$ cat config.mk
export PLATFORM = sky130hd
export DESIGN_NAME = bfld_ctrl
export DESIGN_NICKNAME = d
export VERILOG_FILES = /design/src/bfld_pkg.sv /design/src/bfld_ctrl.sv
export SDC_FILE = /design/constraint.sdc
export NUM_CORES = 1
export LEC_CHECK = 0
export ABC_AREA = 0
export BUFFER_PORTS_ARGS = -buffer_cell sky130_fd_sc_hd__buf_2
export CORE_MARGIN = 3
export CORE_UTILIZATION = 51
export CTS_CLUSTER_DIAMETER = 100
export DETAILED_ROUTE_END_ITERATION = 6
export GPL_ROUTABILITY_DRIVEN = 1
export GPL_TIMING_DRIVEN = 0
export PLACE_DENSITY = 0.8
export SETUP_SLACK_MARGIN = 0.3
export SLEW_MARGIN = 20
export SYNTH_ARGS = -nofsm -noshare
export SYNTH_HDL_FRONTEND = slang
export SYNTH_SLANG_ARGS = --single-unit
$ cat constraint.sdc
create_clock -name i_clk -period 1.77 [get_ports i_clk]
set_input_delay 0 -clock i_clk [delete_from_list [all_inputs] [get_ports i_clk]]
set_output_delay 0 -clock i_clk [all_outputs]
set_load 0.1 [all_outputs]
$ cat src/bfld_pkg.sv
`default_nettype none

package bfld_pkg;

    // Number of landmarks and decoded coordinates (x and y for each landmark).
    localparam int NUM_POINTS = 5;
    localparam int NUM_COORDS = 2 * NUM_POINTS;
    localparam int PT_W       = (NUM_POINTS > 1) ? $clog2(NUM_POINTS) : 1;
    localparam int CNT_W      = PT_W + 1;

    // Configuration port.
    localparam int CFG_ADDR_W = 2;
    localparam int CFG_DATA_W = 16;

    localparam logic [CFG_ADDR_W-1:0] REG_IMAGE_WIDTH       = 2'd0;
    localparam logic [CFG_ADDR_W-1:0] REG_IMAGE_HEIGHT      = 2'd1;
    localparam logic [CFG_ADDR_W-1:0] REG_LANDMARK_VARIANCE = 2'd2;
    localparam logic [CFG_ADDR_W-1:0] REG_SCORE_THRESHOLD   = 2'd3;

    localparam logic [12:0] IMAGE_WIDTH_RST  = 13'd320;
    localparam logic [12:0] IMAGE_HEIGHT_RST = 13'd320;
    localparam logic [15:0] VARIANCE_RST     = 16'd6554;
    localparam logic [15:0] THRESHOLD_RST    = 16'd355;

    // Half of one Q16.4 step at the 2^-44 * pixel scale of the decode sum.
    localparam logic signed [63:0] ROUND_BIAS = 64'sd549755813888;

    localparam logic [19:0] PT_MAX = 20'h7FFFF;
    localparam logic [19:0] PT_MIN = 20'h80000;

    typedef enum logic [2:0] {
        ST_IDLE,
        ST_PRE1,
        ST_PRE2,
        ST_DECODE,
        ST_DRAIN,
        ST_EMIT
    } t_state;

    typedef struct packed {
        logic             accept;
        logic             pre1;
        logic             pre2;
        logic             mul_en;
        logic [CNT_W-1:0] mul_idx;
        logic             wr_en;
        logic [CNT_W-1:0] wr_idx;
        logic             emit;
    } t_cmd;

    typedef struct packed {
        logic win;
        logic out_free;
    } t_status;

endpackage

`default_nettype wire

$ cat src/bfld_ctrl.sv
`default_nettype none

module bfld_ctrl (
    input  wire                 i_clk,
    input  wire                 i_rst_n,
    input  wire                 i_in_valid,
    output logic                o_in_ready,
    input  wire                 i_last_of_frame,
    input  bfld_pkg::t_status   i_status,
    output bfld_pkg::t_cmd      o_cmd
);

    bfld_pkg::t_state                r_state, n_state;
    logic [bfld_pkg::CNT_W-1:0]      r_cnt, n_cnt;
    logic                            r_last, n_last;
    logic                            r_wr_en;
    logic [bfld_pkg::CNT_W-1:0]      r_wr_idx;
    logic                            w_accept;

    assign o_in_ready = (r_state == bfld_pkg::ST_IDLE);
    assign w_accept   = i_in_valid & o_in_ready;

    always_ff @(posedge i_clk) begin
        if (!i_rst_n) begin
            r_state  <= bfld_pkg::ST_IDLE;
            r_cnt    <= '0;
            r_last   <= 1'b0;
            r_wr_en  <= 1'b0;
            r_wr_idx <= '0;
        end else begin
            r_state  <= n_state;
            r_cnt    <= n_cnt;
            r_last   <= n_last;
            r_wr_en  <= o_cmd.mul_en;
            r_wr_idx <= o_cmd.mul_idx;
        end
    end

    always_comb begin
        n_state = r_state;
        n_cnt   = r_cnt;
        n_last  = r_last;
        o_cmd   = '0;
        o_cmd.accept = w_accept;
        o_cmd.wr_en  = r_wr_en;
        o_cmd.wr_idx = r_wr_idx;
        case (r_state)
            bfld_pkg::ST_IDLE: begin
                if (w_accept) begin
                    n_last = i_last_of_frame;
                    if (i_status.win) begin
                        n_state = bfld_pkg::ST_PRE1;
                    end else if (i_last_of_frame) begin
                        n_state = bfld_pkg::ST_EMIT;
                    end
                end
            end
            bfld_pkg::ST_PRE1: begin
                o_cmd.pre1 = 1'b1;
                n_state    = bfld_pkg::ST_PRE2;
            end
            bfld_pkg::ST_PRE2: begin
                o_cmd.pre2 = 1'b1;
                n_cnt      = '0;
                n_state    = bfld_pkg::ST_DECODE;
            end
            bfld_pkg::ST_DECODE: begin
                o_cmd.mul_en  = 1'b1;
                o_cmd.mul_idx = r_cnt;
                n_cnt         = r_cnt + 1'b1;
                if (r_cnt == bfld_pkg::CNT_W'(bfld_pkg::NUM_COORDS - 1)) begin
                    n_state = bfld_pkg::ST_DRAIN;
                end
            end
            bfld_pkg::ST_DRAIN: begin
                n_state = r_last ? bfld_pkg::ST_EMIT : bfld_pkg::ST_IDLE;
            end
            bfld_pkg::ST_EMIT: begin
                if (i_status.out_free) begin
                    o_cmd.emit = 1'b1;
                    n_state    = bfld_pkg::ST_IDLE;
                end
            end
            default: begin
                n_state = bfld_pkg::ST_IDLE;
            end
        endcase
    end

    // A winning location always starts the decode sequence.
    a_win_starts_decode: assert property (@(posedge i_clk) disable iff (!i_rst_n)
        (w_accept && i_status.win) |=> (r_state == bfld_pkg::ST_PRE1))
        else $error("winning location did not start decode");

    // The coordinate counter never runs past the last coordinate while decoding.
    a_cnt_in_range: assert property (@(posedge i_clk) disable iff (!i_rst_n)
        (r_state == bfld_pkg::ST_DECODE) |->
        (r_cnt <= bfld_pkg::CNT_W'(bfld_pkg::NUM_COORDS - 1)))
        else $error("coordinate counter out of range");

    // Every coordinate write follows a multiply issued in the previous cycle.
    a_wr_after_mul: assert property (@(posedge i_clk) disable iff (!i_rst_n)
        o_cmd.wr_en |-> $past(o_cmd.mul_en))
        else $error("coordinate write without a prior multiply");

    // Emission returns the controller to idle.
    a_emit_to_idle: assert property (@(posedge i_clk) disable iff (!i_rst_n)
        o_cmd.emit |=> (r_state == bfld_pkg::ST_IDLE))
        else $error("emit did not return to idle");

endmodule

`default_nettype wire

== Word level (Yosys, flattened, before mapping) ==
Cells that the tools add are included.

* Register bits after elaboration: 13
* Input bits: 6
* Output and inout bits: 15
* Word-level logic and storage cells: 34

* Add/sub/neg operators: 1
* Equal/unequal tests: 10
* Mux-type cells: 13
* Bitwise logic cells: 1
* Reduce and logical (&&, ||, !) cells: 4

{| class="wikitable"
|+ Operators by type and width
! kind !! number
|-
| 2-to-1 mux 3 bit || 6
|-
| case mux 3 bit (6 select lines) || 1
|-
| case mux 4 bit (2 select lines) || 1
|-
| equality test 3 x 2 -> 1 bit, second input constant || 2
|-
| equality test 3 bit, second input constant || 2
|-
| 2-to-1 mux 5 bit || 1
|-
| adder 4 x 1 -> 4 bit, second input constant || 1
|-
| equality test 4 bit, second input constant || 1
|-
| 2-to-1 mux 1 bit || 4
|-
| inequality test 2 bit, second input constant || 2
|-
| AND reduction 4 bit || 1
|-
| equality test 3 x 1 -> 1 bit, second input constant || 1
|-
| logical NOT 3 bit || 1
|-
| inequality test 3 x 1 -> 1 bit, second input constant || 1
|-
| inequality test 2 x 1 -> 1 bit, second input constant || 1
|-
| AND reduction 2 bit || 1
|-
| nonzero test 2 bit || 1
|-
| bitwise AND 1 bit || 1
|}

== Depth between registers and ports, before layout ==
* Depth in word-level cells: 4
* Depth in mapped cells: 5
* Depth with buffers taken out: 5

== Worst setup path before layout ==
OpenSTA, ideal clock, no wires.

* Kind: register to register
* Start point: register r_state[1]
* End point: register r_state[2]
* Setup time: 118 ps
* Data arrival time: 3031 ps
* Data required time: 1652 ps
* Slack: -1379 ps
* Cell stages (with the launch flop): 5
* Path buffers: 1
* Clock period less this slack: 3149 ps
* Path through: dfxtp_1 -> buf_2 -> nor3_1 -> a21boi_1 -> o2111a_1

* Longest elaborated chain between the ends: 4
* Elaborated cells on any way between the ends: 13
* Those cells by class: eq/ne: 9; mux: 1; bitwise: 1; reduce/logical: 2

{| class="wikitable"
|+ Ends and longest elaborated chain
! item !! RTL line !! text
|-
| start, declared || bfld_ctrl.sv:13 || <nowiki>bfld_pkg::t_state r_state, n_state;</nowiki>
|-
| start signal, assigned || bfld_ctrl.sv:25 || <nowiki>r_state <= bfld_pkg::ST_IDLE;</nowiki>
|-
| start signal, assigned || bfld_ctrl.sv:31 || <nowiki>r_state <= n_state;</nowiki>
|-
| logical NOT 3 bit * || bfld_ctrl.sv:20 || <nowiki>assign o_in_ready = (r_state == bfld_pkg::ST_IDLE);</nowiki>
|-
| via o_in_ready || bfld_ctrl.sv:7 || <nowiki>output logic o_in_ready,</nowiki>
|-
| bitwise AND 1 bit || bfld_ctrl.sv:21 || <nowiki>assign w_accept = i_in_valid & o_in_ready;</nowiki>
|-
| inequality test 2 x 1 -> 1 bit (no source line) || - ||
|-
| AND reduction 4 bit (no source line) || - ||
|}

The timed path passes the listed nets; every way through them passes the cells marked *.
A chain may end at the register's enable or synchronous reset.

==> summary.txt <==
Power and ir drop
  • Max VDD drop: 0.921 mV
  • Power density normalized to cell area: 1370 nW/µm²
  • Pleak: 0.000425 µW

STA
  • Final-report hold violation count: 0
  • Period minus WS final: 1.42 ns
  • Setup violators final: 0
  • Final setup TNS: 0 ns
  • Clock tree skew after final layout: 0.0121 ns
  • F_max: 704 MHz
  • Slew Limit Fails: 0
  • Setup repair after global routing missed its margin: true
  • Normalized max-slew margin: 0.676
  • Final WS setup: 0.350 ns
  • Measured slew at the worst slew-check pin: 0.490 ns
  • Final clock period utilization by the worst path: 0.803

Detailed routing
  • 1st-iter DRT viols: 7
  • Mean routed wirelength per cell: 13.2 µm
  • DRC errors left: 0
  • Via count: 632
  • Sum of routed wire length over all layers: 1520 µm
  • Router iterations before antenna repair: 6
  • Antenna-violating nets left: 0
  • Ratio of routed vias to standard cells: 5.50

Clock tree
  • TritonCTS sink count: 13
  • Total clock buffers created by CTS: 3
  • Clock Pin Slew Worst Setup and Hold Paths: 0.09 ns
  • CTS tree: done
  • Clock insertion delay at the later pin of the skew report: 0.28 ns
  • Buffers inserted by post-CTS timing repair: 0
  • H-tree depth: 1
  • Clock root cell: clkbuf_4
  • Max clock buf depth: 2

Floorplan
  • Number of placement rows: 12
  • Die Y-Extent: 42.5 µm
  • Floorplan core area: 1170 µm²
  • I/O pins: 21
  • Starting Density: 0.580
  • Die area: 1810 µm²
  • Chip width: 42.5 µm

Place
  • Placement-stage worst setup slack: 0.308 ns
  • Area of placed instances: 856 µm²
  • HPWL after DPL: 1050 µm
  • Port buffer count: 20
  • Weighted congestion at the end of routability-driven global placement: 0.813

Worst setup path
  • Worst reg2reg path depth: 5
  • Startpoint kind of the worst setup timing path: flip-flop
  • Worst endpoint required time: 1.77 ns
  • Standard cell with the maximum stage delay on the critical path: dfxtp_4
  • List of cells traversed by the critical path: and3b_2 -> buf_4 -> and2_4 -> buf_8
  • Critical path data arrival time: 1.42 ns
  • Critical-path maximum fanout: 10
  • Delay of the slowest critical-path stage: 0.40 ns
  • Worst Setup End Kind: output port
  • Crit Path Class: flip-flop to output port

Cells and area
  • Most frequent cells in the layout: buf_2, dfxtp_1, buf_4, nand2_1
  • Share of post-route cells with drive strength above 1: 0.406
  • Final cell area excluding filler cells: 967 µm²
  • Number of diodes: 0
  • Layout area overhead: 42.4%
  • Nets: 110
  • Final Util: 0.826

Synth
  • Post-Syn Nets: 84
  • Cell Area, Synth: 679 µm²
  • Synthesized area per cell: 8.94 µm²
  • Synth unique cells: 30
  • Sequential fraction of the synthesis area: 0.383
  • Yosys synthesis warning count: 0
  • #FFs+latches synth: 13
  • Gate Count Post-Synth: 76

Hold path
  • Number of cells on the worst hold path: 2
  • Type of the tightest min-delay check: input pin to flip-flop

Global routing
  • Vias in the first global route: 619
  • Number of antenna violations at the first check in global routing: 0
  • Total congestion overflow after global routing: 0
  • First-pass GRT wire length: 2570 µm
  • Global router's overall resource usage: 0.186
  • Maximum number of pins on one net before global-route repair: 11

Run
  • Count of maximum capacitance violations: 0

Status
  • Outcome: finished, final reports clean
per-layer routing:
layer  global-route usage  share of wire  up-vias
met2                0.319           0.48       25
li1                     -              -      315
met1                0.201           0.44      289
met5                    0              0        -
met4               0.0807         0.0046        0
met3               0.0687          0.072        3
repair_timing:
action,in CTS,in global routing
hold buffers,1,0
setup endpoints to repair,9,9
gates resized for setup,14,11
endpoints found under the hold margin,1,0
sequential cells by signal, indices dropped and copies added, names as in the netlist:
name and count:
r_wr_idx 4, r_wr_en 1, r_last 1, r_state 3, r_cnt 4
Yosys cell counts, drive strengths merged:
cell type	number	area, µm²
or3b	1	8.76
nor2	3	11.3
nand2b	2	12.5
o31a	1	8.76
o2111a	1	11.3
a21oi	2	10.0
ha	2	25.0
nor4bb	1	10.0
nor2b	4	25.0
dfxtp	13	260
nand3	3	15.0
inv	1	3.75
and3b	1	8.76
nor3b	2	15.0
or2	1	6.26
mux2i	3	30.0
a21boi	3	22.5
o21ai	3	15.0
and4b	1	10.0
buf	6	35.0
nand2	5	18.8
and3	4	25.0
nor4b	2	23.8
nor3	2	10.0
and2	5	31.3
nand3b	3	22.5
clkbuf	1	3.75
path summary, 6_finish.rpt:
check                  start         end  slack (ns)
setup reg to reg    r_cnt[1]  r_state[0]        0.42
hold / removal       i_rst_n  r_state[1]       0.007
setup / recovery  r_state[0]    o_cmd[9]        0.35
hold reg to reg     r_cnt[1]    r_cnt[1]        0.52
critical path: cells and delay by family, from the launching register on:
family,cells,cell delay [ns]
flip-flops,1,0.40
AND/OR/NAND/NOR,2,0.38
buffers and inverters,2,0.35
area by class of cell:
| cell class | instances | area (µm²) |
|---|---|---|
| well taps | 14 | 17.5 |
| flip-flops and latches | 13 | 267 |
| fillers | 72 | 204 |
| clock buffers | 4 | 26.3 |
| repair buffers | 21 | 179 |
| inverters | 1 | 3.75 |
| multi-input cells | 55 | 422 |
| plain buffers | 7 | 52.6 |
power by group:
group	switching (µW)	total (µW)	internal (µW)	leakage (µW)
combinational	523	760	237	0.000303
clock	98.5	186	87.5	0.0000150
sequential	49.5	383	333	0.000107
total	671	1330	658	0.000425
metrics by stage:
| step | hold WS, ns | total power, µW | std cells |
|---|---|---|---|
| floorplan | 0.139 | 1000 | 76 |
| global placement | 0.275 | 1100 | 110 |
| detailed placement | 0.279 | 1100 | 110 |
| CTS | 0.0000390 | 1310 | 115 |
| global route | 0.00684 | 1400 | 115 |
| finish | 0.00651 | 1330 | 115 |
logic make-up after synthesis:
family,share of synthesized area
mux,0.0442
compound gates,0.0994
buf+inv,0.0626
simple gates,0.374
fa+ha+maj,0.0368
flops,0.383
Note: power is estimated with default switching activity, not from simulation.
